## config.mk

```make
export PLATFORM = sky130hd
export DESIGN_NAME = biphasic_pulse_sequencer
export DESIGN_NICKNAME = d
export VERILOG_FILES = /design/src/bps_pkg.sv /design/src/biphasic_pulse_sequencer.sv /design/src/bps_cfg.sv
export SDC_FILE = /design/constraint.sdc
export NUM_CORES = 1
export LEC_CHECK = 0
export BUFFER_PORTS_ARGS = -buffer_cell sky130_fd_sc_hd__clkbuf_2
export CAP_MARGIN = 15
export CORE_ASPECT_RATIO = 0.8
export CORE_MARGIN = 1
export CORE_UTILIZATION = 60
export DETAILED_ROUTE_END_ITERATION = 7
export GPL_ROUTABILITY_DRIVEN = 0
export GPL_TIMING_DRIVEN = 0
export PLACE_DENSITY = 0.82
export SKIP_LAST_GASP = 1
export SYNTH_ARGS = -nofsm -noshare
export SYNTH_HDL_FRONTEND = slang
export SYNTH_SLANG_ARGS = --single-unit
```

## constraint.sdc

```tcl
create_clock -name clk -period 5.3 [get_ports clk]
set_input_delay 0.53 -clock clk [delete_from_list [all_inputs] [get_ports clk]]
set_output_delay 0.53 -clock clk [all_outputs]
set_load 0.1 [all_outputs]
```

## src/bps_pkg.sv

```systemverilog
`default_nettype none
package bps_pkg;

  localparam int PW_W    = 16;
  localparam int FREQ_W  = 16;
  localparam int SEL_W   = 3;
  localparam int CFG_IDX_W = 1;
  localparam int CFG_DATA_W = 16;
  localparam int ACT_W   = 18;
  localparam int ADV_W   = 3;

  localparam logic [ADV_W-1:0] MAX_ADVANCE = 3'd6;

  localparam logic [CFG_IDX_W-1:0] CFG_PULSE_WIDTH = 1'd0;
  localparam logic [CFG_IDX_W-1:0] CFG_FREQUENCY   = 1'd1;

  localparam logic [PW_W-1:0]   PULSE_WIDTH_RESET = 16'd2500;
  localparam logic [FREQ_W-1:0] FREQUENCY_RESET   = 16'd40;

  localparam logic [SEL_W-1:0] SEL_A = 3'd0;
  localparam logic [SEL_W-1:0] SEL_B = 3'd2;

  typedef struct packed {
    logic [PW_W-1:0]   pulse_width;
    logic [FREQ_W-1:0] frequency;
  } cfg_t;

endpackage
`default_nettype wire

```

## src/biphasic_pulse_sequencer.sv

```systemverilog
`default_nettype none
// channel  dir  handshake           payload
// in       in   in_valid/in_ready   stim_enable
// out      out  out_valid/out_ready mux_on mux1_select mux2_select in_cycle
// cfg      in   cfg_we              cfg_index cfg_data
//
// Disabled tick: the result is registered straight from idle on accept. Enabled tick:
// S_LOOP advances phases (at most MAX_ADVANCE) and then registers the result; the
// restoring period divider runs in S_DIV each time a cycle starts with nonzero frequency.
// One transaction at a time; in_ready returns once the result register is taken.
// Synchronous reset clears the sequencer, phase state and config to defaults.
module biphasic_pulse_sequencer #(
  parameter int TICKS_PER_SECOND = 1000000,
  parameter int INTERPHASE_TICKS = 250
) (
  input  wire logic                           clk,
  input  wire logic                           rst,
  input  wire logic                           in_valid,
  output logic                                in_ready,
  input  wire logic                           stim_enable,
  output logic                                out_valid,
  input  wire logic                           out_ready,
  output logic                                mux_on,
  output logic [bps_pkg::SEL_W-1:0]           mux1_select,
  output logic [bps_pkg::SEL_W-1:0]           mux2_select,
  output logic                                in_cycle,
  input  wire logic                           cfg_we,
  input  wire logic [bps_pkg::CFG_IDX_W-1:0]  cfg_index,
  input  wire logic [bps_pkg::CFG_DATA_W-1:0] cfg_data
);

  localparam int QW    = $clog2(TICKS_PER_SECOND + 1);
  localparam int CW    = (QW > 16) ? QW : 16;
  localparam int CNT_W = $clog2(QW);
  localparam int SW0   = (QW > bps_pkg::ACT_W) ? QW : bps_pkg::ACT_W;
  localparam int SW    = (SW0 > bps_pkg::FREQ_W + 1) ? SW0 : bps_pkg::FREQ_W + 1;
  localparam logic [QW-1:0] TPS_VEC = QW'(TICKS_PER_SECOND);

  typedef enum logic [2:0] {PH_IDLE, PH_ONE, PH_GAP, PH_TWO, PH_REST} phase_t;
  typedef enum logic [1:0] {S_IDLE, S_DIV, S_LOOP} state_t;

  bps_pkg::cfg_t cfg;

  bps_cfg u_cfg (
    .clk       (clk),
    .rst       (rst),
    .cfg_we    (cfg_we),
    .cfg_index (cfg_index),
    .cfg_data  (cfg_data),
    .cfg       (cfg)
  );

  state_t                      state;
  phase_t                      phase;
  logic [CW-1:0]               tick;
  logic [QW-1:0]               period;
  logic [bps_pkg::PW_W-1:0]    pw_held;
  logic [bps_pkg::SEL_W-1:0]   mux1_latched;
  logic [bps_pkg::SEL_W-1:0]   mux2_latched;
  logic [bps_pkg::ADV_W-1:0]   guard;
  logic [bps_pkg::FREQ_W-1:0]  div_rem;
  logic [QW-1:0]               div_quo;
  logic [CNT_W-1:0]            div_cnt;

  logic                        div_bit;
  logic [bps_pkg::FREQ_W:0]    shift_a;
  logic [SW-1:0]               sub_a;
  logic [SW-1:0]               sub_b;
  logic [SW:0]                 diff_full;
  logic                        borrow;
  logic [bps_pkg::FREQ_W-1:0]  rem_next;
  logic [QW-1:0]               quo_next;
  logic [bps_pkg::ACT_W-1:0]   active;
  logic [SW-1:0]               rest_raw;
  logic [CW-1:0]               rest_ticks;
  logic                        accept;

  assign in_ready = (state == S_IDLE) && !out_valid;
  assign accept   = in_valid && in_ready;

  // shared subtractor: divider step, or period minus active time
  always_comb begin
    div_bit   = TPS_VEC[div_cnt];
    shift_a   = {div_rem, div_bit};
    active    = bps_pkg::ACT_W'({pw_held, 1'b0}) + bps_pkg::ACT_W'(INTERPHASE_TICKS);
    sub_a     = (state == S_DIV) ? SW'(shift_a) : SW'(period);
    sub_b     = (state == S_DIV) ? SW'(cfg.frequency) : SW'(active);
    diff_full = {1'b0, sub_a} - {1'b0, sub_b};
    borrow    = diff_full[SW];
    rem_next  = borrow ? shift_a[bps_pkg::FREQ_W-1:0] : diff_full[bps_pkg::FREQ_W-1:0];
    quo_next  = {div_quo[QW-2:0], !borrow};
    rest_raw  = borrow ? '0 : diff_full[SW-1:0];
    rest_ticks = CW'(rest_raw);
    if (active == '0 && rest_raw == '0) begin
      rest_ticks = CW'(1);
    end
  end

  always_ff @(posedge clk) begin
    if (rst) begin
      state        <= S_IDLE;
      phase        <= PH_IDLE;
      tick         <= '0;
      period       <= '0;
      pw_held      <= '0;
      mux1_latched <= '0;
      mux2_latched <= '0;
      guard        <= '0;
      out_valid    <= 1'b0;
    end else begin
      if (out_valid && out_ready) begin
        out_valid <= 1'b0;
      end
      case (state)
        S_IDLE: begin
          if (accept) begin
            guard <= '0;
            if (!stim_enable) begin
              phase       <= PH_IDLE;
              tick        <= '0;
              mux_on      <= 1'b0;
              mux1_select <= mux1_latched;
              mux2_select <= mux2_latched;
              in_cycle    <= 1'b0;
              out_valid   <= 1'b1;
            end else if (phase == PH_IDLE) begin
              pw_held      <= cfg.pulse_width;
              phase        <= PH_ONE;
              tick         <= CW'(cfg.pulse_width);
              mux1_latched <= bps_pkg::SEL_A;
              mux2_latched <= bps_pkg::SEL_B;
              div_rem      <= '0;
              div_quo      <= '0;
              div_cnt      <= CNT_W'(QW - 1);
              if (cfg.frequency == '0) begin
                period <= '0;
                state  <= S_LOOP;
              end else begin
                state  <= S_DIV;
              end
            end else begin
              state <= S_LOOP;
            end
          end
        end
        S_DIV: begin
          div_rem <= rem_next;
          div_quo <= quo_next;
          if (div_cnt == '0) begin
            period <= quo_next;
            state  <= S_LOOP;
          end else begin
            div_cnt <= div_cnt - 1'b1;
          end
        end
        S_LOOP: begin
          if (tick == '0 && guard < bps_pkg::MAX_ADVANCE) begin
            guard <= guard + 1'b1;
            case (phase)
              PH_ONE: begin
                phase <= PH_GAP;
                tick  <= CW'(INTERPHASE_TICKS);
              end
              PH_GAP: begin
                phase        <= PH_TWO;
                tick         <= CW'(pw_held);
                mux1_latched <= bps_pkg::SEL_B;
                mux2_latched <= bps_pkg::SEL_A;
              end
              PH_TWO: begin
                phase <= PH_REST;
                tick  <= rest_ticks;
              end
              default: begin
                pw_held      <= cfg.pulse_width;
                phase        <= PH_ONE;
                tick         <= CW'(cfg.pulse_width);
                mux1_latched <= bps_pkg::SEL_A;
                mux2_latched <= bps_pkg::SEL_B;
                div_rem      <= '0;
                div_quo      <= '0;
                div_cnt      <= CNT_W'(QW - 1);
                if (cfg.frequency == '0) begin
                  period <= '0;
                end else begin
                  state  <= S_DIV;
                end
              end
            endcase
          end else begin
            mux_on      <= (phase == PH_ONE) || (phase == PH_TWO);
            mux1_select <= mux1_latched;
            mux2_select <= mux2_latched;
            in_cycle    <= 1'b1;
            out_valid   <= 1'b1;
            guard       <= '0;
            state       <= S_IDLE;
            if (tick != '0) begin
              tick <= tick - 1'b1;
            end
          end
        end
        default: state <= S_IDLE;
      endcase
    end
  end

endmodule
`default_nettype wire

```

## src/bps_cfg.sv

```systemverilog
`default_nettype none
module bps_cfg (
  input  wire logic                           clk,
  input  wire logic                           rst,
  input  wire logic                           cfg_we,
  input  wire logic [bps_pkg::CFG_IDX_W-1:0]  cfg_index,
  input  wire logic [bps_pkg::CFG_DATA_W-1:0] cfg_data,
  output bps_pkg::cfg_t                       cfg
);

  always_ff @(posedge clk) begin
    if (rst) begin
      cfg.pulse_width <= bps_pkg::PULSE_WIDTH_RESET;
      cfg.frequency   <= bps_pkg::FREQUENCY_RESET;
    end else if (cfg_we) begin
      case (cfg_index)
        bps_pkg::CFG_PULSE_WIDTH: cfg.pulse_width <= cfg_data[bps_pkg::PW_W-1:0];
        bps_pkg::CFG_FREQUENCY:   cfg.frequency   <= cfg_data[bps_pkg::FREQ_W-1:0];
        default: ;
      endcase
    end
  end

endmodule
`default_nettype wire

```

==> results.yml, run 1 <==
setup_path:
  critPathCaptureType: "flip-flop"
  cp.arrival_ns: 5.16
  cp_max_fo: 10
  cp_data_required_time_ns: 5.52
  cp-start-kind: "flip-flop"
  crit_type: "reg2reg"
  crit_start: "state[1]"
  reg2reg_from: "state[1]"
timing:
  worst_slack_ns: 0.359
  fin_setup_tns_ns: 0
  maxSlewHeadroom: 0.301
  min_period_ns: 4.94
  hold_viol: 0
  hold_ws_ns: 0.330
  finalSetupViolations: 0
  rsz0062_at_grt: "false"
  fmax_mhz: 202
  fin_crit_sh: 0.932
  slew_viol_final: 0
  worst_clock_skew_ns: 0.0117
  tightest_slew_ns: 1.04
layout:
  syn_to_final_growth_pct: 12.1
  drive_gt1_frac: 0.0935
  insertedDiodeCount: 0
  final_common_cell: "nand2_1"
  layout_common_cells: "212 x nand2_1, 114 x a21oi_1, 106 x nor2_1, 100 x dfxtp_1, 44 x edfxtp_1"
  final_util: 0.694
  layout.nets: 1137
  fillers: 1108
die:
  die_y_um: 108
  core_area_um2: 13600
  ioPinCount: 33
  die_w_um: 135
  start_util: 0.619
  row_count: 38
  die_area_um2: 14600
power_and_ir_drop:
  p_leak_nw: 3.80
  cellPowerDensity_nw_per_um2: 363
  peakVddDrop_mv: 0.259
cts:
  clkSinkCount: 144
  cts_made_buffers: 17
  worstSkewPairLatency_ns: 0.44
  cts-root-buf: "clkbuf_16"
  clockBufferDepth: 2
  post_cts_buffers: 0
  cts_hold_buf: 0
  ctsResizeCount: 0
  cts_tree: "built"
  cts.clk_slew.worst_paths_ns: 0.06
  cts_htree_levels: 4
synth:
  yosys_register_bits: 144
  netlist_instances: 1037
  synthFlopType: "dfxtp_1"
  synth-edff-count: 44
  syn-cell-area_um2: 8450
  ys_types: 84
  synth_area_leaders: "dfxtp_1 24%, edfxtp_1 16%, nand2_1 9.4%"
  yosysSeqAreaShare: 0.393
  synthArstFlopShare: 0
  ys_warn_count: 0
  avgSynthCellArea_um2: 8.15
  yosysTopAreaCell: "dfxtp_1"
  synth.top_cell.area_share: 0.237
detailed_routing:
  drcViolationCount: 0
  wl_um: 24100
  postRouteAntennaNets: 0
  first_pass_iters: 6
  num_vias: 8139
  wl_per_cell_um: 18.8
  drt-initial-drc-count: 1094
  avgViaCountPerCell: 6.35
global_routing:
  grt_pass1_wl_um: 37900
  grt_pass1_vias: 7307
  grt_antenna_before_repair: 0
  grt_max_degree: 19
  overflow: 0
  grt_use_total: 0.342
place:
  hpwl_um: 18000
  portBuffers: 28
  place_ws_ns: 0.632
min_path:
  hold_class: "in2reg"
  min_from: "cfg_data[14]"
flow_run:
  drv_cap: 0
status:
  status: "finished clean"
path summary, 6_finish.rpt:
check	to	slack, ns	cells past startpoint
worst max-delay path	div_rem[0]	0.36	13
worst min-delay path	u_cfg.cfg[30]	0.33	3
worst max register to register	div_rem[0]	0.36	13
worst min register to register	mux2_select[1]	0.45	0
flip-flops by register name, indices dropped and copies added (netlist names), 2 cells and up:
name       cells
guard          3
pw_held       16
div_cnt        5
tick          20
state          2
div_quo       19
phase          3
u_cfg.cfg     32
period        20
div_rem       16
metrics by stage:
step | cell area, µm² | std cells | power, mW
floorplan | 8460 | 1040 | 1.98
global route | 9480 | 1282 | 3.57
detailed placement | 8880 | 1250 | 2.24
finish | 9480 | 1282 | 3.44
CTS | 9480 | 1282 | 3.41
global placement | 8830 | 1248 | 2.21
synthesized netlist by cell type (10+ instances only):
| cell | instances |
|---|---|
| nand2_1 | 212 |
| and2_1 | 22 |
| nor2b_1 | 11 |
| ha_1 | 24 |
| xnor2_1 | 25 |
| clkbuf_1 | 33 |
| nor3_1 | 31 |
| edfxtp_1 | 44 |
| inv_1 | 21 |
| xor2_1 | 16 |
| and3_1 | 12 |
| mux2i_1 | 27 |
| nor2_1 | 106 |
| dfxtp_1 | 100 |
| a211oi_1 | 12 |
| nand3_1 | 22 |
| a21oi_1 | 114 |
| o21ai_0 | 26 |
| nand2b_1 | 10 |
| nand3b_1 | 10 |
cell families (layout without fill, tap and decap cells):
logic type               Yosys count  count (layout)  synth area share
AO/OA/AOI/OAI                    243             243             0.188
XOR/XNOR                          41              41            0.0425
adder cells (fa/ha/maj)           25              25            0.0379
AND/OR/NAND/NOR                  477             477             0.263
other                              1               4          0.000444
flip-flops                       144             144             0.393
multiplexers                      28              28            0.0333
buffers and inverters             78             140            0.0422
metal layers:
layer	vias up	wire, µm	global-route usage
li1	3806	-	-
met1	3771	10100	0.467
met2	497	10400	0.518
met3	65	3040	0.0928
met4	0	608	0.128
met5	-	0	0
where the power goes:
part           total, mW  switching, mW  internal (mW)  leakage (nW)
combinational      0.979          0.643          0.336          2.29
clock               1.19          0.503          0.687         0.288
sequential          1.27         0.0606           1.21          1.22
total               3.44           1.21           2.23          3.80
layout make-up:
type | instances | area, µm² | share of cell area
Tap cell | 180 | 225 | 0.0238
Timing Repair Buffer | 30 | 183 | 0.0193
Inverter | 22 | 82.6 | 0.00872
Buffer | 56 | 274 | 0.0289
Sequential cell | 144 | 3320 | 0.351
Clock buffer | 21 | 503 | 0.0531
Clock inverter | 11 | 88.8 | 0.00938
Multi-Input combinational cell | 818 | 4800 | 0.506
critical path: stages, from the launching register on:
cell       delay (ns)
dfxtp_1          0.47
inv_1            0.16
nand2_1          0.11
clkbuf_1         0.49
clkbuf_1         0.56
buf_1            0.53
nand2_1          0.11
ha_1             0.39
a21oi_1          0.21
nor2_1           0.10
a2111oi_2        0.39
nand3_1          0.42
clkbuf_1         0.37
a211oi_1         0.41
Power figures use the tool's default switching activity.
==> run 2: changes to the inputs <==
==> constraint.sdc (replaced) <==
create_clock -name clk -period 5.3 [get_ports clk]
set_input_delay 0 -clock clk [delete_from_list [all_inputs] [get_ports clk]]
set_output_delay 0 -clock clk [all_outputs]
set_load 0.1 [all_outputs]
==> results.yml, run 2 (same netlist as run 1, synthesis figures left out) <==
status:
  status: "finished clean"
setup_path:
  timing.rr.end: "div_rem[0]"
  crit_cells: 13
  crit_type: "reg2reg"
  reg2reg_from: "state[1]"
  critPathMostFrequentCell: "clkbuf_1"
  worstRegToRegCells: 13
  slowest_delay_ns: 0.55
  cp_max_fo: 10
  cp_cell_sequence: "inv_1 -> nand2_1 -> clkbuf_1 -> clkbuf_1 -> buf_1 -> nand2_1 -> ha_1 -> a21oi_1 -> nor2_1 -> a2111oi_2 -> nand3_1 -> clkbuf_1 -> a211oi_1"
  cp_slowest_cell: "clkbuf_1"
  cp.arrival_ns: 5.13
  cp_data_required_time_ns: 5.52
  cp-start-kind: "flip-flop"
  critPathCaptureType: "flip-flop"
  ff2ff_setup_slack_ns: 0.39
  cp_num_buf_inv: 5
  path_delay_family: "buffers and inverters"
detailed_routing:
  drcViolationCount: 0
  num_vias: 8264
  postRouteAntennaNets: 0
  avgViaCountPerCell: 6.35
  drt-initial-drc-count: 1214
  wl_per_cell_um: 19.1
  wl_um: 24900
  first_pass_iters: 6
global_routing:
  grt_antenna_before_repair: 0
  grt_pass1_vias: 7494
  grt_max_degree: 19
  grt_pass1_wl_um: 38900
  overflow: 0
  grt_use_total: 0.352
min_path:
  min_from: "cfg_index"
  min_to: "u_cfg.cfg[1]"
  holdPathStages: 4
  hold_class: "in2reg"
power_and_ir_drop:
  p_sw_frac: 0.352
  power_frac_seq: 0.367
  p_switching_mw: 1.22
  p_int_mw: 2.24
  peakVddDrop_mv: 0.260
  p_leak_nw: 3.88
  cellPowerDensity_nw_per_um2: 358
  clkPwrFrac: 0.345
  combPwrFrac: 0.288
layout:
  regMostFlops: "u_cfg.cfg"
  drive_gt1_frac: 0.0920
  top_regs: "u_cfg.cfg x32, period x20, tick x20"
  largest_reg_flops: 32
  syn_to_final_growth_pct: 14.3
  final_common_cell: "nand2_1"
  layout_common_cells: "212 x nand2_1, 114 x a21oi_1, 106 x nor2_1, 100 x dfxtp_1, 44 x edfxtp_1"
  layout.nets: 1155
place:
  place_ws_ns: 0.632
  hpwl_um: 18000
  portBuffers: 28
timing:
  rsz0062_at_grt: "false"
  fin_crit_sh: 0.926
  worst_clock_skew_ns: 0.0134
  min_period_ns: 4.91
  hold_viol: 0
  slew_viol_final: 0
  fmax_mhz: 204
  maxSlewHeadroom: 0.306
  worst_slack_ns: 0.392
  tightest_slew_ns: 1.03
  fin_setup_tns_ns: 0
  finalSetupViolations: 0
die:
  start_util: 0.619
  ioPinCount: 33
  row_count: 38
  core_area_um2: 13600
  die_w_um: 135
  die_y_um: 108
  die_area_um2: 14600
cts:
  cts_htree_levels: 4
  cts.clk_slew.worst_paths_ns: 0.06
  clockBufferDepth: 2
  post_cts_buffers: 0
  clkSinkCount: 144
  cts-root-buf: "clkbuf_16"
  cts_made_buffers: 17
  cts_tree: "built"
  worstSkewPairLatency_ns: 0.44
flow_run:
  drv_cap: 0
run 2: layout make-up:
| type | count | area, µm² |
|---|---|---|
| Multi-Input combinational cell | 818 | 4800 |
| Clock buffer | 21 | 503 |
| Fill cell | 1077 | 3990 |
| Buffer | 56 | 274 |
| Inverter | 22 | 82.6 |
| Clock inverter | 11 | 88.8 |
| Antenna cell | 1 | 2.50 |
| Tap cell | 180 | 225 |
| Sequential cell | 144 | 3320 |
| Timing Repair Buffer | 48 | 363 |
run 2: worst max-delay path by stage:
stage | start | endpoint
3_3_place_gp | tick[0] | div_cnt[1]
3_5_place_dp | state[0] | div_rem[0]
4_1_cts | state[0] | div_rem[0]
5_1_grt | state[0] | div_rem[0]
2_1_floorplan | tick[0] | div_cnt[0]
6_report | state[1] | div_rem[0]
run 2: worst reg2reg max path: cells and delay by family (launching register included):
family / cells / cell delay (ns)
AOI/OAI and AO/OA: 3 / 1.01
adders and majority gates: 1 / 0.39
buffers and inverters: 5 / 2.10
DFF: 1 / 0.46
and+or+nand+nor: 4 / 0.75
run 2: repair_timing:
action,CTS,global route
hold buffers,18,0
hold endpoints to repair,35,0
resized for setup,0,0
run 2: power by group through the flow:
stage | sequential (mW) | clock, mW | combinational, mW
2_1_floorplan | 1.29 | 0 | 0.698
3_3_place_gp | 1.29 | 0 | 0.922
3_5_place_dp | 1.29 | 0 | 0.948
4_1_cts | 1.26 | 1.19 | 0.965
5_1_grt | 1.27 | 1.24 | 1.07
6_report | 1.27 | 1.19 | 0.995
run 2: per-stage QoR:
stage | utilization | hold slack, ns | total power [mW] | instance area, µm² | instances
after floorplan | - | 0.124 | 1.98 | 8460 | 1040
after global placement | 0.647 | 0.249 | 2.21 | 8830 | 1248
after detailed placement | 0.651 | 0.252 | 2.24 | 8880 | 1250
after CTS | 0.708 | 0.0226 | 3.42 | 9660 | 1300
after global routing | 0.708 | 0.0723 | 3.58 | 9660 | 1300
final | 0.708 | 0.0404 | 3.45 | 9660 | 1301
run 2: metal layers:
metal	global-route usage	vias to the layer above	share of wire
li1	-	3827	-
met1	0.470	3858	0.41
met2	0.545	513	0.44
met3	0.0933	66	0.12
met4	0.136	0	0.027
met5	0	-	0
